$ cat src/dsr_pkg.sv
// Package for the direction switch resist filter.
// Holds shared constants, register addresses, verdict codes, the sequencer
// state type and the history control struct. No dependencies.
`timescale 1ns / 1ps
`default_nettype none

package dsr_pkg;

  localparam int HISTORY_DEPTH_DEF = 10;

  localparam int PADDR_W = 4;
  localparam int PDATA_W = 32;

  localparam logic [12:0] MIN_MOVE_DEF = 13'd51;
  localparam logic [8:0]  AGGR_FULL    = 9'd256;

  localparam logic [PADDR_W-1:0] ADDR_MIN_MOVE   = 4'h0;
  localparam logic [PADDR_W-1:0] ADDR_AGGRESSION = 4'h4;
  localparam logic [PADDR_W-1:0] ADDR_FAST_ON    = 4'h8;

  localparam logic [2:0] VERDICT_PASS        = 3'd0;
  localparam logic [2:0] VERDICT_BELOW_MIN   = 3'd1;
  localparam logic [2:0] VERDICT_WEAK        = 3'd2;
  localparam logic [2:0] VERDICT_NOT_WORSE   = 3'd3;
  localparam logic [2:0] VERDICT_OVERSHOOT   = 3'd4;

  localparam logic ACTION_PROCESS = 1'b0;
  localparam logic ACTION_CLEAR   = 1'b1;

  typedef enum logic [2:0] {
    ST_IDLE,
    ST_CHECK,
    ST_SCAN,
    ST_DECIDE,
    ST_MUL,
    ST_DONE
  } state_t;

  typedef struct packed {
    logic clear;    // zero every entry
    logic shift;    // shift a new word in at the newest end
    logic rewrite;  // fast switch: older entries zero, newest three the sample
  } hist_ctl_t;

endpackage

`default_nettype wire

$ cat src/direction_switch_resist_filter_unit.sv
// Top level of the direction switch resist filter: stream ports, APB
// registers, sequencer and the shared scan accumulator.
// Depends on dsr_pkg and dsr_hist.
//
//   port group   dir   contents
//   s_*          in    tdata: error_sample[15:0]; tuser: action[0]
//   m_*          out   tdata: correction[15:0], direction[17:16], zero [23:18]
//                      tuser: verdict[2:0], forced_switch[3]
//   p*           in    APB registers min_move 0x0, aggression 0x4, fast_switch_on 0x8
//
// A sample passes ST_CHECK, ST_SCAN, ST_DECIDE, ST_MUL and ST_DONE; the scan walks
// one history entry per cycle through one adder pair. A clear goes from ST_IDLE
// straight to ST_DONE, and a sample below the minimum leaves ST_CHECK for ST_DONE.
// s_tready is high only while the sequencer is idle. A finished result waits
// in the output register while m_tready is low, and the next result holds the
// sequencer in its last state until that register frees.
// Reset is synchronous and clears the history, the direction and the registers.
`timescale 1ns / 1ps
`default_nettype none

module direction_switch_resist_filter_unit #(
  parameter int HISTORY_DEPTH = dsr_pkg::HISTORY_DEPTH_DEF
) (
  input  wire                         clk,
  input  wire                         rst,
  input  wire                         s_tvalid,
  output logic                        s_tready,
  input  wire  [15:0]                 s_tdata,   // error_sample[15:0]
  input  wire  [0:0]                  s_tuser,   // action[0]
  output logic                        m_tvalid,
  input  wire                         m_tready,
  output logic [23:0]                 m_tdata,   // correction[15:0], direction[17:16]
  output logic [3:0]                  m_tuser,   // verdict[2:0], forced_switch[3]
  input  wire                         psel,
  input  wire                         penable,
  input  wire                         pwrite,
  input  wire  [dsr_pkg::PADDR_W-1:0] paddr,
  input  wire  [dsr_pkg::PDATA_W-1:0] pwdata,
  output logic [dsr_pkg::PDATA_W-1:0] prdata,
  output logic                        pready
);

  localparam int IDX_W = $clog2(HISTORY_DEPTH);
  localparam int NET_W = $clog2(HISTORY_DEPTH + 1) + 1;
  localparam logic [IDX_W-1:0] IDX_LAST  = IDX_W'(HISTORY_DEPTH - 1);
  localparam logic [IDX_W-1:0] IDX_NEWER = IDX_W'(HISTORY_DEPTH - 3);

  // Configuration registers.
  logic [12:0] min_move;
  logic [8:0]  aggression;
  logic        fast_switch_on;

  // Sequencer and datapath registers.
  dsr_pkg::state_t state, state_next;
  logic signed [1:0]       side;
  logic signed [15:0]      x;
  logic [IDX_W-1:0]        idx;
  logic signed [NET_W-1:0] net;
  logic signed [17:0]      oldest, newest;
  logic [2:0]              verdict;
  logic                    forced;
  logic signed [25:0]      prod;

  dsr_pkg::hist_ctl_t hctl;
  logic signed [15:0] hist_wr, hist_rd;
  logic               out_free, out_load;

  // ---------------- configuration port ----------------
  logic        wr_en;
  logic [12:0] wr_mm;
  logic [8:0]  wr_ag;

  assign pready = 1'b1;
  assign wr_en  = psel && penable && pwrite && pready;
  assign wr_mm  = pwdata[12:0];
  assign wr_ag  = pwdata[8:0];

  always_ff @(posedge clk) begin
    if (rst) begin
      min_move       <= dsr_pkg::MIN_MOVE_DEF;
      aggression     <= dsr_pkg::AGGR_FULL;
      fast_switch_on <= 1'b1;
    end else if (wr_en) begin
      case (paddr)
        dsr_pkg::ADDR_MIN_MOVE:
          min_move <= (wr_mm == 13'd0) ? dsr_pkg::MIN_MOVE_DEF : wr_mm;
        dsr_pkg::ADDR_AGGRESSION:
          aggression <= (wr_ag == 9'd0 || wr_ag > dsr_pkg::AGGR_FULL) ?
                        dsr_pkg::AGGR_FULL : wr_ag;
        dsr_pkg::ADDR_FAST_ON:
          fast_switch_on <= pwdata[0];
        default: ;
      endcase
    end
  end

  always_comb begin
    case (paddr)
      dsr_pkg::ADDR_MIN_MOVE:   prdata = {19'd0, min_move};
      dsr_pkg::ADDR_AGGRESSION: prdata = {23'd0, aggression};
      dsr_pkg::ADDR_FAST_ON:    prdata = {31'd0, fast_switch_on};
      default:                  prdata = '0;
    endcase
  end

  // ---------------- sample checks ----------------
  logic signed [16:0] x_ext;
  logic [16:0]        abs_x;
  logic [14:0]        mm3;
  logic signed [1:0]  sgn_x;
  logic               below, fast;

  assign x_ext = {x[15], x};
  assign abs_x = x_ext[16] ? 17'(-x_ext) : 17'(x_ext);
  assign mm3   = {2'b00, min_move} + {1'b0, min_move, 1'b0};
  assign sgn_x = (x == 16'sd0) ? 2'sd0 : (x[15] ? -2'sd1 : 2'sd1);
  assign below = abs_x < {4'd0, min_move};
  assign fast  = fast_switch_on && (sgn_x != side) && (abs_x > {2'd0, mm3});

  // ---------------- scan accumulator ----------------
  logic signed [16:0]      e_ext;
  logic [16:0]             abs_e;
  logic signed [1:0]       sgn_e;
  logic                    in_old;
  logic signed [NET_W-1:0] net_sum;
  logic signed [17:0]      add_a, add_sum;

  assign e_ext  = {hist_rd[15], hist_rd};
  assign abs_e  = e_ext[16] ? 17'(-e_ext) : 17'(e_ext);
  assign sgn_e  = (hist_rd == 16'sd0) ? 2'sd0 : (hist_rd[15] ? -2'sd1 : 2'sd1);
  assign in_old = idx < IDX_W'(3);
  assign net_sum = (abs_e > {4'd0, min_move}) ?
                   net + {{(NET_W-2){sgn_e[1]}}, sgn_e} : net;
  assign add_a   = in_old ? oldest : newest;
  assign add_sum = add_a + {{2{hist_rd[15]}}, hist_rd};

  // ---------------- decision ----------------
  logic signed [1:0]  sgn_net;
  logic [NET_W-1:0]   abs_net;
  logic [17:0]        abs_old, abs_new;
  logic signed [1:0]  dec_side;
  logic [2:0]         dec_verdict;

  assign sgn_net = (net == '0) ? 2'sd0 : (net[NET_W-1] ? -2'sd1 : 2'sd1);
  assign abs_net = net[NET_W-1] ? NET_W'(-net) : NET_W'(net);
  assign abs_old = oldest[17] ? 18'(-oldest) : 18'(oldest);
  assign abs_new = newest[17] ? 18'(-newest) : 18'(newest);

  always_comb begin
    dec_side    = side;
    dec_verdict = dsr_pkg::VERDICT_PASS;
    if (side == 2'sd0 || side == -sgn_net) begin
      if (abs_net < NET_W'(3)) begin
        dec_verdict = dsr_pkg::VERDICT_WEAK;
      end else if (abs_new <= abs_old) begin
        dec_verdict = dsr_pkg::VERDICT_NOT_WORSE;
      end else begin
        dec_side = sgn_net;
      end
    end
    if (dec_verdict == dsr_pkg::VERDICT_PASS && dec_side != sgn_x) begin
      dec_verdict = dsr_pkg::VERDICT_OVERSHOOT;
    end
  end

  // ---------------- sequencer ----------------
  assign out_free = !m_tvalid || m_tready;

  always_comb begin
    state_next = state;
    case (state)
      dsr_pkg::ST_IDLE:
        if (s_tvalid) begin
          state_next = (s_tuser[0] == dsr_pkg::ACTION_CLEAR) ?
                       dsr_pkg::ST_DONE : dsr_pkg::ST_CHECK;
        end
      dsr_pkg::ST_CHECK:  state_next = below ? dsr_pkg::ST_DONE : dsr_pkg::ST_SCAN;
      dsr_pkg::ST_SCAN:   if (idx == IDX_LAST) state_next = dsr_pkg::ST_DECIDE;
      dsr_pkg::ST_DECIDE: state_next = dsr_pkg::ST_MUL;
      dsr_pkg::ST_MUL:    state_next = dsr_pkg::ST_DONE;
      dsr_pkg::ST_DONE:   if (out_free) state_next = dsr_pkg::ST_IDLE;
      default:            state_next = dsr_pkg::ST_IDLE;
    endcase
  end

  always_comb begin
    s_tready     = (state == dsr_pkg::ST_IDLE);
    hctl.clear   = s_tready && s_tvalid && (s_tuser[0] == dsr_pkg::ACTION_CLEAR);
    hctl.shift   = s_tready && s_tvalid && (s_tuser[0] == dsr_pkg::ACTION_PROCESS);
    hctl.rewrite = (state == dsr_pkg::ST_CHECK) && !below && fast;
    hist_wr      = s_tready ? $signed(s_tdata) : x;
    out_load     = (state == dsr_pkg::ST_DONE) && out_free;
  end

  always_ff @(posedge clk) begin
    if (rst) begin
      state <= dsr_pkg::ST_IDLE;
      side  <= 2'sd0;
    end else begin
      state <= state_next;
      case (state)
        dsr_pkg::ST_IDLE:
          if (s_tvalid && s_tuser[0] == dsr_pkg::ACTION_CLEAR) begin
            side <= 2'sd0;
          end else if (wr_en && paddr == dsr_pkg::ADDR_MIN_MOVE && wr_mm != 13'd0) begin
            side <= 2'sd0;
          end
        dsr_pkg::ST_CHECK:
          if (!below && fast) side <= 2'sd0;
        dsr_pkg::ST_DECIDE:
          side <= dec_side;
        default: ;
      endcase
    end
  end

  // Datapath registers need no reset.
  always_ff @(posedge clk) begin
    case (state)
      dsr_pkg::ST_IDLE:
        if (s_tvalid) begin
          x       <= $signed(s_tdata);
          verdict <= dsr_pkg::VERDICT_PASS;
          forced  <= 1'b0;
          prod    <= '0;
        end
      dsr_pkg::ST_CHECK: begin
        verdict <= below ? dsr_pkg::VERDICT_BELOW_MIN : dsr_pkg::VERDICT_PASS;
        forced  <= !below && fast;
        idx     <= '0;
        net     <= '0;
        oldest  <= '0;
        newest  <= '0;
      end
      dsr_pkg::ST_SCAN: begin
        net <= net_sum;
        if (in_old) oldest <= add_sum;
        else if (idx >= IDX_NEWER) newest <= add_sum;
        if (idx != IDX_LAST) idx <= idx + 1'b1;
      end
      dsr_pkg::ST_DECIDE:
        verdict <= dec_verdict;
      dsr_pkg::ST_MUL:
        prod <= x * $signed({1'b0, aggression});
      default: ;
    endcase
  end

  // ---------------- output register ----------------
  logic signed [15:0] corr;
  assign corr = (verdict == dsr_pkg::VERDICT_PASS) ? prod[23:8] : 16'sd0;

  always_ff @(posedge clk) begin
    if (rst) begin
      m_tvalid <= 1'b0;
    end else if (out_load) begin
      m_tvalid <= 1'b1;
    end else if (m_tready) begin
      m_tvalid <= 1'b0;
    end
  end

  always_ff @(posedge clk) begin
    if (out_load) begin
      m_tdata <= {6'd0, side, corr};
      m_tuser <= {forced, verdict};
    end
  end

  dsr_hist #(
    .HISTORY_DEPTH(HISTORY_DEPTH)
  ) u_hist (
    .clk     (clk),
    .rst     (rst),
    .ctl     (hctl),
    .wr_data (hist_wr),
    .rd_idx  (idx),
    .rd_data (hist_rd)
  );

  // ---------------- assertions ----------------
  a_side_legal: assert property (@(posedge clk) disable iff (rst)
    side != 2'sb10) else $error("committed direction holds an illegal code");

  a_one_at_a_time: assert property (@(posedge clk) disable iff (rst)
    (s_tvalid && s_tready) |=> !s_tready)
    else $error("a second word was taken while one is in flight");

  a_veto_zero: assert property (@(posedge clk) disable iff (rst)
    (m_tvalid && m_tuser[2:0] != dsr_pkg::VERDICT_PASS) |-> (m_tdata[15:0] == 16'd0))
    else $error("vetoed word carries a nonzero correction");

  a_forced_not_below: assert property (@(posedge clk) disable iff (rst)
    (m_tvalid && m_tuser[3]) |-> (m_tuser[2:0] != dsr_pkg::VERDICT_BELOW_MIN))
    else $error("fast switch reported on a sample below the minimum");

endmodule

`default_nettype wire

$ cat src/dsr_hist.sv
// Error history shift line with a single indexed read port.
// Depends on dsr_pkg for the control struct.
`timescale 1ns / 1ps
`default_nettype none

module dsr_hist #(
  parameter int HISTORY_DEPTH = dsr_pkg::HISTORY_DEPTH_DEF
) (
  input  wire                              clk,
  input  wire                              rst,
  input  wire  dsr_pkg::hist_ctl_t         ctl,
  input  wire  signed [15:0]               wr_data,
  input  wire  [$clog2(HISTORY_DEPTH)-1:0] rd_idx,
  output logic signed [15:0]               rd_data
);

  logic signed [15:0] hist [HISTORY_DEPTH];

  // Index 0 is the oldest entry.
  always_ff @(posedge clk) begin
    if (rst || ctl.clear) begin
      for (int i = 0; i < HISTORY_DEPTH; i++) hist[i] <= '0;
    end else if (ctl.rewrite) begin
      for (int i = 0; i < HISTORY_DEPTH; i++) begin
        hist[i] <= (i < HISTORY_DEPTH - 3) ? 16'sd0 : wr_data;
      end
    end else if (ctl.shift) begin
      for (int i = 0; i < HISTORY_DEPTH - 1; i++) hist[i] <= hist[i+1];
      hist[HISTORY_DEPTH-1] <= wr_data;
    end
  end

  assign rd_data = hist[rd_idx];

endmodule

`default_nettype wire

$ cat config.mk
export PLATFORM = sky130hd
export DESIGN_NAME = direction_switch_resist_filter_unit
export DESIGN_NICKNAME = d
export VERILOG_FILES = /design/src/dsr_pkg.sv /design/src/direction_switch_resist_filter_unit.sv /design/src/dsr_hist.sv
export SDC_FILE = /design/constraint.sdc
export NUM_CORES = 1
export LEC_CHECK = 0
export BUFFER_PORTS_ARGS = -buffer_cell sky130_fd_sc_hd__buf_2
export CORE_ASPECT_RATIO = 1.2
export CORE_MARGIN = 8
export CORE_UTILIZATION = 47
export CTS_BUF_LIST = sky130_fd_sc_hd__clkbuf_4 sky130_fd_sc_hd__clkbuf_8
export DETAILED_ROUTE_END_ITERATION = 12
export PLACE_DENSITY = 0.63
export SYNTH_ARGS = -nofsm -noshare
export SYNTH_HDL_FRONTEND = slang
export SYNTH_SLANG_ARGS = --single-unit
$ cat constraint.sdc
create_clock -name clk -period 8 [get_ports clk]
set_input_delay 0.4 -clock clk [delete_from_list [all_inputs] [get_ports clk]]
set_output_delay 0.4 -clock clk [all_outputs]
set_load 0.02 [all_outputs]
* Word-level counts from Yosys, hierarchy flattened
Memory sizes are Yosys's and may differ from the RTL's. A register that Yosys moved wholly into a read port is not among the register bits.
Index checks and enable logic that the tools add are counted.
** Word-level totals
- Output and inout port bits :: 63
- Logic and storage cells :: 211
- Register bits :: 140
- Memory bits (writable) :: 160
- Memories :: 1
** Operators by class
- Eq/ne operators :: 22
- Bitwise gates (word level) :: 21
- Mux-type cells :: 81
- Reduce and logical (&&, ||, !) cells :: 50
- Order comparisons :: 8
- $add $sub $neg :: 10
- Multiply operators :: 1
** Memory list
- u_hist.hist :: words 10, width 16, rd ports 10, clocked after memory_dff 1, write ports 10, line dsr_hist.sv:17 : logic signed [15:0] hist [HISTORY_DEPTH];
** Operator list (number)
- $mux W16 :: 21
- $mux W18 :: 6
- $pmux W18 S2 :: 2
- $pmux W24 S2 :: 1
- $pmux W13 S3 :: 1
- $neg A18 Y18 :: 2
- $mux W17 :: 2
- $neg A16 Y17 :: 2
- $logic_not A16 Y1 :: 2
- $mux W2 :: 15
- $mul A16 B10 Y24 :: 1
- $mux W24 :: 1
- $mux W3 :: 7
- $or A1 B1 Y1 :: 20
- $reduce_and A2 Y1 :: 10
- $add A18 B18 Y18 :: 1
- $le A18 B18 Y1 :: 1
- $pmux W3 S6 :: 1
- $gt A17 B13 Y1 :: 1
- $gt A17 B15 Y1 :: 1
- $lt A17 B13 Y1 :: 1
- $ne A2 B2 Y1 const B :: 8
- $add A13 B14 Y15 :: 1
- $logic_and A1 B1 Y1 :: 15
- other kinds (41) :: 70

* Longest topological paths before layout
Gate-level depths: netlist of the first run.
- Word-level depth :: 11
- Depth in mapped cells :: 22
- Mapped depth without buffers :: 20

* Hierarchy
A second synthesis of the first run with hierarchy kept.
** Unflattened totals
- Cells, all modules :: 2117
- Area total of the unflattened synthesis :: 22023.6 um2
** By module, submodules not included
- direction_switch_resist_filter_unit :: times used 1, cells each 1554, seq. area each 3673.5 um2, area each 14475.1 um2
- dsr_hist :: times used 1, cells each 563, seq. area each 4804.6 um2, area each 7548.5 um2

* Least setup slack after synthesis of the first run
OpenSTA, ideal clock, no wires.
- Path type :: reg-to-reg
- From :: reg min_move[1]
- To :: mem u_hist.hist[0][0], enable pin
- Path slack :: 0.912 ns
- Stages on the path, launching flop included :: 18
- Required time :: 7.489 ns
- Data arrival time :: 6.577 ns
- Library setup time :: 0.511 ns
- Cells stage by stage :: dfxtp_1 > ha_1 > fa_1 > a21o_1 > a21oi_1 > nor2b_1 > o21a_1 > o21ai_0 > a21oi_1 > nor3_1 > xor2_1 > ha_1 > nand4_1 > or2_2 > o221ai_1 > a21oi_1 > nor4_4 > or3_1
** RTL lines
- start: declaration :: line direction_switch_resist_filter_unit.sv:49 : logic [12:0] min_move;
- start signal: assignment :: line direction_switch_resist_filter_unit.sv:80 : min_move <= dsr_pkg::MIN_MOVE_DEF;
- start signal: assignment :: line direction_switch_resist_filter_unit.sv:86 : min_move <= (wr_mm == 13'd0) ? dsr_pkg::MIN_MOVE_DEF : wr_mm;
- end: declaration :: line dsr_hist.sv:17

* Final worst setup path of the first run
- From :: reg aggression[3]
- To :: reg prod[22] (data pin)
** On the way
- Cells in the longest elaborated chain, start to end :: 2
** RTL lines
- start: declaration :: line direction_switch_resist_filter_unit.sv:50 : logic [8:0] aggression;
- start signal: assignment :: line direction_switch_resist_filter_unit.sv:81 : aggression <= dsr_pkg::AGGR_FULL;
- start signal: assignment :: line direction_switch_resist_filter_unit.sv:88 : aggression <= (wr_ag == 9'd0 || wr_ag > dsr_pkg::AGGR_FULL) ?
- $mul A16 B10 Y24 :: line direction_switch_resist_filter_unit.sv:244 : prod <= x * $signed({1'b0, aggression});
- $pmux W24 S2 :: line direction_switch_resist_filter_unit.sv:219 : case (state)
- end signal: assignment :: line direction_switch_resist_filter_unit.sv:244
- end: declaration :: line direction_switch_resist_filter_unit.sv:62 : logic signed [25:0] prod;
No other way between the ends.
A chain may end at the register's enable or synchronous reset.

==> results of run 1 <==
## cell type report
cell class                      count  share of cell area, %
Inverter                          165                  2.588
Sequential cell                   296                  35.77
Clock inverter                     26                 0.9723
Multi-Input combinational cell   1482                  51.54
Clock buffer                       62                  3.225
Antenna cell                        1                0.01046
Timing Repair Buffer              106                  2.635
Tap cell                          623                  3.257
## per-stage QoR
step | hold WS [ps] | cell area, um2 | utilization [%]
2_1_floorplan | 400.3 | 22120 | -
3_3_place_gp | 410.6 | 22870 | 48.97
3_5_place_dp | 408.0 | 22870 | 48.97
4_1_cts | 0.1688 | 23930 | 51.25
5_1_grt | 13.20 | 23930 | 51.25
6_report | 32.65 | 23930 | 51.25
## repair_timing
item                                    in CTS  in global routing
resized for setup                            0                  0
endpoints found under the setup margin       0                  0
endpoints found under the hold margin        6                  0
hold buffers                                 6                  0
## kinds of logic after synthesis
family,count (synthesis)
multiplexers,114
buffers and inverters,288
AO/OA/AOI/OAI,284
AND/OR/NAND/NOR,683
XOR/XNOR,108
flip-flops,296
adder cells (fa/ha/maj),267
other,2
## Yosys cell counts, types with 6 or more instances
master and count:
sky130_fd_sc_hd__a211oi_1 49, sky130_fd_sc_hd__a21o_1 24, sky130_fd_sc_hd__a21oi_1 73, sky130_fd_sc_hd__a22o_1 8
sky130_fd_sc_hd__a22oi_1 6, sky130_fd_sc_hd__and2_1 216, sky130_fd_sc_hd__and3_1 6, sky130_fd_sc_hd__buf_1 6
sky130_fd_sc_hd__buf_4 28, sky130_fd_sc_hd__buf_6 7, sky130_fd_sc_hd__clkbuf_1 75, sky130_fd_sc_hd__dfxtp_1 33
sky130_fd_sc_hd__edfxtp_1 263, sky130_fd_sc_hd__fa_1 117, sky130_fd_sc_hd__ha_1 150, sky130_fd_sc_hd__inv_1 163
sky130_fd_sc_hd__mux2_2 23, sky130_fd_sc_hd__mux2i_1 61, sky130_fd_sc_hd__mux4_2 29, sky130_fd_sc_hd__nand2_1 144
sky130_fd_sc_hd__nand2b_1 18, sky130_fd_sc_hd__nand3_1 18, sky130_fd_sc_hd__nand4_1 12, sky130_fd_sc_hd__nor2_1 153
sky130_fd_sc_hd__nor2b_1 13, sky130_fd_sc_hd__nor3_1 31, sky130_fd_sc_hd__nor3b_1 11, sky130_fd_sc_hd__nor4_1 7
sky130_fd_sc_hd__o21a_1 9, sky130_fd_sc_hd__o21ai_0 42, sky130_fd_sc_hd__o31ai_1 14, sky130_fd_sc_hd__or3_1 24
sky130_fd_sc_hd__or4_1 8, sky130_fd_sc_hd__xnor2_1 54, sky130_fd_sc_hd__xor2_1 54
## final timing paths
| kind | slack, ps | end | depth (start not counted) |
|---|---|---|---|
| worst max-delay path | 1520 | prod[22] | 20 |
| worst min-delay path | 30 | x[3] | 1 |
| worst max register to register | 1520 | prod[22] | 20 |
| worst min register to register | 420 | m_tuser[3] | 0 |
## sequential cells by signal, summed over array words and instances (netlist names), named ones only
| register | flops |
|---|---|
| u_hist.hist | 160 |
| state | 3 |
| fast_switch_on | 1 |
| oldest | 18 |
| idx | 4 |
| prod | 16 |
| forced | 1 |
| net | 5 |
| min_move | 13 |
| m_tvalid | 1 |
| aggression | 9 |
| newest | 18 |
| verdict | 3 |
| m_tuser | 4 |
| side | 2 |
| x | 16 |
| m_tdata | 18 |
## routing by layer
metal / up-vias / global-route usage (%) / share of wire [%]
li1: 7201 / - / -
met1: 7376 / 23.48 / 40
met2: 326 / 35.62 / 52
met3: 133 / 2.204 / 3.4
met4: 0 / 9.528 / 4.8
met5: - / 0 / 0
## power by group
| part | internal [mW] | switching [mW] |
|---|---|---|
| Sequential | 2.20 | 0.343 |
| Combinational | 1.41 | 1.99 |
| Clock | 0.766 | 0.626 |
==> flow_summary.rst, run 1 <==
.. list-table::
   :header-rows: 1

   * - Metric
     - Value
   * - Result of the run
     - completed
   * - Launch point of the critical path
     - aggression[3]
   * - Overall track demand over capacity in global routing
     - roughly 20%
   * - CP Buf/Inv Count
     - 5
   * - Number of buffers between clock root and the deepest sink
     - 3
   * - Worst path arrival time
     - 6810 ps
   * - Max_slew headroom
     - between 20% and 30%
   * - Area grow syn2layout
     - 8.650%
   * - Placeable core region
     - 0.04670 mm2
   * - Placed cells
     - roughly 2700
   * - Max Clock Freq
     - ~0.15 GHz
   * - Cell at the root of the clock tree
     - sky130_fd_sc_hd__clkbuf_8
   * - First-pass GRT wire length
     - about 85 mm
   * - Average cell area after synthesis
     - ~11 um2
   * - Aggregate routed wire length
     - around 53 mm
   * - Share of the synthesized area in the top cell type
     - between 30% and 40%
   * - Delay-heaviest family, CP
     - adder cells
   * - Final sum of negative setup slack
     - 0 ps
   * - Flip-flop and latch area
     - ~0.0086 mm2
   * - Clock transition at the register clock pins on the worst setup and hold paths after CTS
     - 70 ps
   * - Power per unit of standard cell area
     - about 310 mW/mm2
   * - Tightest Pin Transition
     - approximately 1100 ps
   * - TritonCTS sink count
     - 296
   * - Maximum number of pins on one net before global-route repair
     - about 110
   * - Main area contributors after synthesis
     - sky130_fd_sc_hd__edfxtp_1 (36%), sky130_fd_sc_hd__fa_1 (11%), sky130_fd_sc_hd__ha_1 (8.5%)
   * - Number of max-capacitance violations reported
     - 0
   * - Min-delay worst type
     - input port to flop
   * - Sequential fraction of the synthesis area
     - 38.85%
   * - Placer congestion estimate
     - around 0.88
   * - Most frequent cells in the layout
     - sky130_fd_sc_hd__edfxtp_1 (263), sky130_fd_sc_hd__and2_1 (216), sky130_fd_sc_hd__inv_1 (163), sky130_fd_sc_hd__nor2_1 (153), sky130_fd_sc_hd__ha_1 (150)
   * - Most frequently used flop master after synthesis
     - sky130_fd_sc_hd__edfxtp_1
   * - Number of different library cells in the post-synthesis netlist
     - 79
   * - Clock insertion delay at the later pin of the skew report
     - 590 ps
   * - Setup repair after global routing missed its margin
     - no
   * - Die X-Extent
     - around 210 um
   * - Multiplexer share of the synthesized area
     - under 10%
   * - Sum of net half-perimeters after detailed placement
     - approximately 39 mm
   * - TritonCTS clock tree
     - yes
   * - Area fraction in compound gates after synthesis
     - 8.707%
   * - Overall die height
     - ~250 um
   * - Num CTS Buffers
     - 49
   * - Pre-antenna DRT Iters
     - 5
   * - Routed vias/inst
     - approximately 5.4
   * - Shortest clock period the worst path allows after layout
     - roughly 6500 ps
   * - Top-level port count
     - around 120
   * - Worst setup slack after layout
     - 1518 ps
   * - Worst-case clock skew
     - roughly 16 ps
   * - Number of nets in the final layout
     - about 2400
   * - Crit Reg-Reg Startpoint
     - aggression[3]
   * - Fin. max-slew vios
     - 0
   * - Final setup violation count
     - 0
   * - Fraction of layout instances using a drive strength above 1
     - 12.12%
   * - Cell leakage power
     - roughly 10 nW
   * - EDFF count, synth
     - around 260
   * - Largest area contributor in the netlist
     - sky130_fd_sc_hd__edfxtp_1
   * - Remaining global-route overflow
     - 0
   * - Delay of the slowest cell on the worst path
     - slightly above 800 ps
   * - Crit-path slowest cell
     - sky130_fd_sc_hd__dfxtp_1
   * - Data required time of the worst path
     - roughly 8300 ps
   * - Most frequent standard cell in the layout excluding fill and tap cells
     - sky130_fd_sc_hd__edfxtp_1
   * - DRC violations left
     - 0
   * - Series of cell instances along the critical path
     - nand2_1, fa_1, inv_1, fa_1, inv_1, fa_1, inv_1, fa_1, inv_1, fa_1, inv_1, ha_1, nor2_1, a21oi_1, o311ai_0, a211oi_1, a41oi_1, a21boi_0, xnor2_1, nor2_1
   * - Die ar.
     - around 0.054 mm2
   * - Synthesized-area fraction occupied by adder cells
     - 19.15%
   * - Area used by multi-input combinational logic
     - 0.01234 mm2
   * - Synth Warn #
     - 0
   * - Cells after synthesis
     - around 2000
   * - Fill count
     - between 4000 and 5000
   * - Buffers inserted during post-CTS setup optimization
     - 0
   * - Number of I/O port buffers
     - 77
   * - Cell area after technology mapping
     - ~0.022 mm2
   * - Number of register bits inferred by synthesis
     - about 300
   * - Crit path kind
     - flop to flop
   * - Number of rows created at floorplan
     - 87
   * - Total vias in the final route
     - about 15000
   * - Maximum vdd ir drop
     - 0.0001750 V
   * - Routed len/inst
     - between 15 and 20 um
   * - Startpoint Class
     - flop
   * - Launch point of the worst hold path
     - s_tdata[3]
   * - Number of antenna violations at the first check in global routing
     - 1
   * - Number of non-filler instances in the completed layout
     - 2761
   * - Largest family of logic cells by synthesized area
     - adder cells
   * - Area share of and/or/nand/nor cells after synthesis
     - 16.28%
   * - Hold violation total from the final report
     - 0
   * - Category of the worst setup path capture point
     - flop
   * - Fraction of synthesized cell area in xor and xnor cells
     - 4.294%
   * - Largest fanout of any net on the critical path
     - 18
   * - Count of routing violations after the opening detailed-route iteration
     - roughly 680
   * - Ys async rst share
     - 0%
   * - Starting Density
     - 47.17%
   * - Number of H-tree branching levels
     - 2
   * - Number of global-route vias before repair
     - ~16000
   * - Worst-case setup slack after placement
     - around 1500 ps
   * - Fin crit share
     - between 80% and 90%
   * - Antenna Nets Post-Route
     - 0
   * - Post-layout power
     - about 7.3 mW
No activity file was read; power rests on OpenSTA's default activity.
==> run 2: changes to the inputs <==
ABC_AREA = 1   (was unset)
PLACE_DENSITY = 0.65   (was 0.63)
clock period = 5.5 ns   (was 8 ns; I/O delays follow)
==> run 2 against run 1 <==
Against the previous run: fmax is 23% higher; final cell count increased by 33%; core utilization rose by 1.2 points; non-clock buffer count up 70; via count increased by 26%; critical endpoint is now prod[20]; area after synthesis grew 6.3%; setup slack worse by 1300 ps; clock-buffer cell count shrank 2; register-to-register slack worse by 1300 ps; first-iteration DRC count increased by 74%; critical path depth is the same; sequential share of layout area shrank 2.6 points.
==> flow_summary.rst, run 2 <==
.. list-table::
   :header-rows: 1

   * - Metric
     - Value
   * - Cell area after layout
     - 0.02580 mm2
   * - Ys async rst share
     - 0%
   * - Crit path kind
     - flop to flop
   * - Clock transition at the register clock pins on the worst setup and hold paths after CTS
     - approximately 70 ps
   * - Category of the worst setup path capture point
     - flop
   * - Fin crit share
     - a little over nine tenths
   * - Fill count
     - 4682
   * - Remaining global-route overflow
     - 0
   * - Cells after synthesis
     - about 2900
   * - Delay-heaviest family, CP
     - adder cells
   * - EDFF count, synth
     - around 260
   * - Most frequent standard cell in the layout excluding fill and tap cells
     - sky130_fd_sc_hd__inv_1
   * - Area grow syn2layout
     - 10.23%
   * - Pre-antenna DRT Iters
     - 6
   * - Num CTS Buffers
     - 50
   * - Number of global-route vias before repair
     - roughly 19000
   * - Number of nets in the final layout
     - between 3000 and 4000
   * - Max Clock Freq
     - between 0.15 and 0.2 GHz
   * - Delay of the slowest cell on the worst path
     - ~560 ps
   * - Aggregate routed wire length
     - about 61 mm
   * - Placeable core region
     - ~0.05 mm2
   * - Number of antenna violations at the first check in global routing
     - 1
   * - Cell leakage power
     - 12.64 nW
   * - First-pass GRT wire length
     - a little under 100 mm
   * - Largest fanout of any net on the critical path
     - 10
   * - Startpoint Class
     - flop
   * - Fraction of layout instances using a drive strength above 1
     - a little over a tenth
   * - Hold violation total from the final report
     - 0
   * - Average cell area after synthesis
     - just over 8 um2
   * - Cell area after technology mapping
     - ~0.023 mm2
   * - Starting Density
     - between 40% and 50%
   * - Maximum vdd ir drop
     - 0.0002680 V
   * - Power per unit of standard cell area
     - ~530 mW/mm2
   * - Number of H-tree branching levels
     - 2
   * - Number of buffers between clock root and the deepest sink
     - 3
   * - Routed vias/inst
     - around 5
   * - Flip-flop count of the largest register, all copies and words added
     - 160
   * - Worst setup slack after layout
     - ~220 ps
   * - Most frequent cells in the layout
     - sky130_fd_sc_hd__inv_1 (565), sky130_fd_sc_hd__nand2_1 (548), sky130_fd_sc_hd__nor2_1 (301), sky130_fd_sc_hd__edfxtp_1 (263), sky130_fd_sc_hd__a21oi_1 (162)
   * - Die ar.
     - about 0.057 mm2
   * - Antenna Nets Post-Route
     - 0
   * - Most Frequent Cell on Critical Path
     - sky130_fd_sc_hd__fa_1
   * - DRC violations left
     - 0
   * - Min-delay worst type
     - input port to flop
   * - Final sum of negative setup slack
     - 0 ps
   * - Overall track demand over capacity in global routing
     - about 22%
   * - TritonCTS sink count
     - 296
   * - List of most frequent post-synthesis cells
     - sky130_fd_sc_hd__inv_1 (565), sky130_fd_sc_hd__nand2_1 (551), sky130_fd_sc_hd__nor2_1 (302), sky130_fd_sc_hd__edfxtp_1 (263), sky130_fd_sc_hd__a21oi_1 (163)
   * - Die X-Extent
     - between 200 and 250 um
   * - Number of rows created at floorplan
     - 89
   * - Fin. max-slew vios
     - 0
   * - Number of max-capacitance violations reported
     - 0
   * - Shortest clock period the worst path allows after layout
     - between 5000 and 6000 ps
   * - Top-level port count
     - approximately 120
   * - Tightest Pin Transition
     - 1120 ps
   * - Setup repair after global routing missed its margin
     - yes
   * - Routed len/inst
     - roughly 17 um
   * - Series of cell instances along the critical path
     - buf_4, nand2_1, fa_1, inv_1, fa_1, fa_1, fa_1, inv_1, fa_1, inv_1, ha_1, a21oi_1, o21ai_0, nand3_1, nand2_1, a21oi_1, o31ai_1, buf_4, nor2_1, nor2_1
   * - Count of routing violations after the opening detailed-route iteration
     - around 1200
   * - Maximum number of pins on one net before global-route repair
     - around 90
   * - TritonCTS clock tree
     - yes
   * - Data required time of the worst path
     - slightly below 6000 ps
   * - Overall die height
     - around 260 um
   * - Sequential fraction of the synthesis area
     - between 30% and 40%
   * - Library cell with the highest instance count after synthesis
     - sky130_fd_sc_hd__inv_1
   * - Main area contributors after synthesis
     - sky130_fd_sc_hd__edfxtp_1 (34%), sky130_fd_sc_hd__fa_1 (10%), sky130_fd_sc_hd__inv_1 (9.1%)
   * - Max_slew headroom
     - between 20% and 30%
   * - Clock insertion delay at the later pin of the skew report
     - roughly 670 ps
   * - Cell at the root of the clock tree
     - sky130_fd_sc_hd__clkbuf_8
   * - Largest area contributor in the netlist
     - sky130_fd_sc_hd__edfxtp_1
   * - Number of register bits inferred by synthesis
     - roughly 300
   * - Worst-case clock skew
     - 37.39 ps
   * - Post-layout power
     - approximately 14 mW
   * - CP Buf/Inv Count
     - 5
   * - Result of the run
     - completed
   * - Worst path arrival time
     - approximately 5700 ps
   * - Sum of net half-perimeters after detailed placement
     - about 47 mm
   * - Synth Warn #
     - 0
   * - Worst hold margin
     - 68.10 ps
   * - Placer congestion estimate
     - a little under 0.9
   * - Total vias in the final route
     - around 19000
   * - Most frequently used flop master after synthesis
     - sky130_fd_sc_hd__edfxtp_1
   * - Crit-path slowest cell
     - sky130_fd_sc_hd__fa_1
   * - Share of the synthesized area in the top cell type
     - 33.74%
   * - Number of different library cells in the post-synthesis netlist
     - 52
   * - Register bank with the most flops
     - u_hist.hist
   * - Final setup violation count
     - 0
   * - Number of I/O port buffers
     - 77
   * - Cell area after placement
     - roughly 0.024 mm2
   * - Worst-case setup slack after placement
     - slightly below 90 ps
run 2: changes by cell type after synthesis, sizes merged, moves of 29 or more:
cell	before	now
nand2	144	557
inv	164	575
and2	216	0
nor2	153	336
nand3	18	148
o21ai	51	153
a21oi	74	163
mux2i	61	2
a211oi	49	5
xnor2	54	16
buf	47	83
mux4	29	0
run 2: cell families after synthesis:
logic type / after synthesis / synth area share [%]
multiplexers: 5 / 0.2299
buffers and inverters: 709 / 12.91
other: 2 / 0.03209
XOR/XNOR: 79 / 2.956
flip-flops: 296 / 36.56
AO/OA/AOI/OAI: 380 / 8.831
AND/OR/NAND/NOR: 1129 / 20.45
adder cells (fa/ha/maj): 267 / 18.03
run 2: final timing paths:
check           startpoint              to  slack, ps  cells after the start
max          aggression[5]        prod[20]        220                     20
min               paddr[0]  fast_switch_on         70                      5
max reg2reg  aggression[5]        prod[20]        220                     20
min reg2reg         forced      m_tuser[3]        470                      0
run 2: layer usage:
metal  global-route usage (%)  vias up  part of all wire (%)
li1                         -     9273                     -
met1                    24.72     8988                    39
met2                    39.50      490                    53
met3                    2.803      128                   4.0
met4                    9.344        0                   3.9
met5                        0        -                     0
run 2: repair_timing:
item | CTS | global route
setup buffers | 0 | 8
gates resized for setup | 0 | 14
endpoints found under the setup margin | 0 | 11
endpoints found under the hold margin | 40 | 0
hold buffers | 30 | 0
run 2: cell type report:
type	count	area [um2]	area share, %
Inverter	575	2167	8.400
Sequential cell	296	8562	33.19
Multi-Input combinational cell	1886	11990	46.49
Tap cell	637	797.0	3.089
Antenna cell	1	2.502	0.009699
Clock buffer	60	763.2	2.958
Clock inverter	33	269.0	1.043
Timing Repair Buffer	176	1245	4.825
run 2: through the flow:
stage / instances / utilization (%)
after floorplan: 2891 / -
after global placement: 3532 / 49.46
after detailed placement: 3532 / 49.46
after CTS: 3655 / 52.17
after global routing: 3664 / 52.42
final: 3664 / 52.42
run 2: report_power, final:
part           switching, mW  internal [mW]
registers              0.468           3.39
clock network          0.988           1.09
logic                   5.12           2.52
run 2: worst register-to-register path: stages (launching register included):
cell,delay (ps)
sky130_fd_sc_hd__dfxtp_1,530
sky130_fd_sc_hd__buf_4,250
sky130_fd_sc_hd__nand2_1,90
sky130_fd_sc_hd__fa_1,520
sky130_fd_sc_hd__inv_1,50
sky130_fd_sc_hd__fa_1,490
sky130_fd_sc_hd__fa_1,540
sky130_fd_sc_hd__fa_1,560
sky130_fd_sc_hd__inv_1,60
sky130_fd_sc_hd__fa_1,530
sky130_fd_sc_hd__inv_1,40
sky130_fd_sc_hd__ha_1,330
sky130_fd_sc_hd__a21oi_1,230
sky130_fd_sc_hd__o21ai_0,150
sky130_fd_sc_hd__nand3_1,100
sky130_fd_sc_hd__nand2_1,50
sky130_fd_sc_hd__a21oi_1,130
sky130_fd_sc_hd__o31ai_1,120
sky130_fd_sc_hd__buf_4,150
sky130_fd_sc_hd__nor2_1,100
sky130_fd_sc_hd__nor2_1,60
==> run 3: changes to the inputs <==
CTS_BUF_LIST = unset   (was sky130_fd_sc_hd__clkbuf_4 sky130_fd_sc_hd__clkbuf_8)
==> run 3 against run 2 <==
Against the previous run: core utilization is 0.086 points lower; clock power rose by 4%; clock skew shrank 6.3 ps; setup slack improved by 9.1 ps; cell area fell by 0.16%; sequential share of layout area rose by 0.064 points; power is 0.53% higher; fmax increased by 0.17%; flip-flop and latch count is the same.
==> flow_summary.rst, run 3 (synthesis results as in run 2) <==
.. list-table::
   :header-rows: 1

   * - Metric
     - Value
   * - Clock insertion delay at the later pin of the skew report
     - ~600 ps
   * - Result of the run
     - completed
   * - Most frequent standard cell in the layout excluding fill and tap cells
     - sky130_fd_sc_hd__inv_1
   * - Starting Density
     - 47.55%
   * - Remaining global-route overflow
     - 0
   * - Post-layout power
     - roughly 14 mW
   * - Routed len/inst
     - 16.79 um
   * - Final setup violation count
     - 0
   * - Shortest clock period the worst path allows after layout
     - 5267 ps
   * - Worst-case clock skew
     - 31.12 ps
   * - Num CTS Buffers
     - 30
   * - Largest fanout of any net on the critical path
     - 10
   * - Fill count
     - around 4600
   * - Number of buffers between clock root and the deepest sink
     - 3
   * - Top routing layer in use
     - met4
   * - Total length of routed met3 wires
     - ~2.3 mm
   * - Power per unit of standard cell area
     - 529.8 mW/mm2
   * - Placeable core region
     - 0.04922 mm2
   * - DRC violations left
     - 0
   * - Sum of met2 wire segment lengths after detailed routing
     - around 32 mm
   * - Tightest Pin Transition
     - approximately 1100 ps
   * - Routed vias/inst
     - around 5.2
   * - Worst path arrival time
     - ~5600 ps
   * - Cell at the root of the clock tree
     - sky130_fd_sc_hd__clkbuf_16
   * - Die X-Extent
     - between 200 and 250 um
   * - Final sum of negative setup slack
     - 0 ps
   * - Count of routing violations after the opening detailed-route iteration
     - ~1200
   * - Cell leakage power
     - between 10 and 15 nW
   * - Worst hold margin
     - between 80 and 90 ps
   * - TritonCTS sink count
     - around 300
   * - Number of rows created at floorplan
     - between 80 and 90
   * - Placer congestion estimate
     - slightly below 0.9
   * - Sum of net half-perimeters after detailed placement
     - roughly 47 mm
   * - TritonCTS clock tree
     - yes
   * - Pre-antenna DRT Iters
     - 5
   * - Top-level port count
     - about 120
   * - First-pass GRT wire length
     - between 90 and 100 mm
   * - Die ar.
     - 0.05723 mm2
   * - Area grow syn2layout
     - 10.04%
   * - Aggregate routed wire length
     - approximately 60 mm
   * - Setup repair after global routing missed its margin
     - no
   * - Total vias in the final route
     - 18730
   * - Finished Core Util
     - between 50% and 60%
   * - Startpoint Class
     - flop
   * - Min-delay worst type
     - input port to flop
   * - Cell area after placement
     - between 0.02 and 0.025 mm2
   * - Number of nets in the final layout
     - 3288
   * - Number of I/O port buffers
     - 77
   * - Number of antenna violations at the first check in global routing
     - 0
   * - Maximum number of pins on one net before global-route repair
     - 89
   * - Number of global-route vias before repair
     - ~19000
   * - Max_slew headroom
     - 26.89%
   * - Total routed wire length on the met1 layer
     - around 24 mm
   * - Overall track demand over capacity in global routing
     - a little over a fifth
   * - Most frequent cells in the layout
     - sky130_fd_sc_hd__inv_1 (565), sky130_fd_sc_hd__nand2_1 (550), sky130_fd_sc_hd__nor2_1 (301), sky130_fd_sc_hd__edfxtp_1 (263), sky130_fd_sc_hd__a21oi_1 (162)
   * - Cell area after layout
     - between 0.02 and 0.03 mm2
   * - Antenna Nets Post-Route
     - 0
   * - Number of H-tree branching levels
     - 1
   * - Category of the worst setup path capture point
     - flop
   * - Clock transition at the register clock pins on the worst setup and hold paths after CTS
     - approximately 70 ps
   * - Hold violation total from the final report
     - 0
   * - Fin crit share
     - about 96%
   * - Antenna cells
     - 0
   * - Overall die height
     - 260.5 um
   * - Data required time of the worst path
     - 5870 ps
   * - Register bank with the most flops
     - u_hist.hist
   * - Crit path kind
     - flop to flop
   * - Max Clock Freq
     - roughly 0.19 GHz
   * - Maximum vdd ir drop
     - 0.0002487 V
   * - Flip-flop count of the largest register, all copies and words added
     - 160
   * - Fin. max-slew vios
     - 0
   * - Number of max-capacitance violations reported
     - 0
   * - Fraction of layout instances using a drive strength above 1
     - a little under a tenth
==> run 3: final timing paths <==
kind / start / end / slack, ps / cells past startpoint
worst max-delay path: x[11] / prod[20] / 230 / 19
worst min-delay path: m_tready / state[2] / 90 / 4
worst max register to register: x[11] / prod[20] / 230 / 19
worst min register to register: forced / m_tuser[3] / 480 / 0
==> run 3: timing repair <==
item                                   4_1_cts  5_1_grt
endpoints found under the hold margin       33        0
setup buffers                                0        5
hold buffers                                29        0
resized for setup                            0       13
setup endpoints to repair                    0       11
==> run 3: stage by stage <==
stage                     cells  worst slack, ps
after global routing       3622            10.10
final                      3622            233.1
after floorplan            2891            292.3
after CTS                  3617            83.77
after global placement     3532            65.79
after detailed placement   3532            89.13
==> run 3: layout make-up <==
class | instances | area, um2 | share of cell area, %
Clock buffer | 39 | 837.1 | 3.250
Clock inverter | 17 | 195.2 | 0.7578
Inverter | 575 | 2167 | 8.413
Multi-Input combinational cell | 1886 | 11980 | 46.53
Sequential cell | 296 | 8564 | 33.25
Tap cell | 637 | 797.0 | 3.094
Timing Repair Buffer | 172 | 1212 | 4.707
==> run 3: routing by layer <==
layer / vias to the layer above / track usage [%]
met4: 0 / 8.699
met3: 116 / 2.027
met1: 8950 / 24.97
met5: - / 0
met2: 457 / 39.61
li1: 9208 / -
==> run 3: where the power goes <==
| part | switching, mW | total [mW] | internal [mW] |
|---|---|---|---|
| Sequential | 0.475 | 3.87 | 3.39 |
| Clock | 0.930 | 2.15 | 1.22 |
| Combinational | 5.11 | 7.63 | 2.51 |
| Total | 6.52 | 13.6 | 7.13 |
==> run 3: critical path, cell delays in order (launching register included) <==
cell                       delay (ps)
sky130_fd_sc_hd__edfxtp_1         720
sky130_fd_sc_hd__nand2_1          150
sky130_fd_sc_hd__fa_1             530
sky130_fd_sc_hd__inv_1             60
sky130_fd_sc_hd__fa_1             520
sky130_fd_sc_hd__fa_1             450
sky130_fd_sc_hd__fa_1             560
sky130_fd_sc_hd__inv_1             60
sky130_fd_sc_hd__fa_1             530
sky130_fd_sc_hd__inv_1             40
sky130_fd_sc_hd__ha_1             330
sky130_fd_sc_hd__a21oi_1          200
sky130_fd_sc_hd__o21ai_0          150
sky130_fd_sc_hd__nand3_1          100
sky130_fd_sc_hd__nand2_1           50
sky130_fd_sc_hd__a21oi_1          140
sky130_fd_sc_hd__o31ai_1          120
sky130_fd_sc_hd__buf_4            150
sky130_fd_sc_hd__nor2_1            90
sky130_fd_sc_hd__nor2_1            60
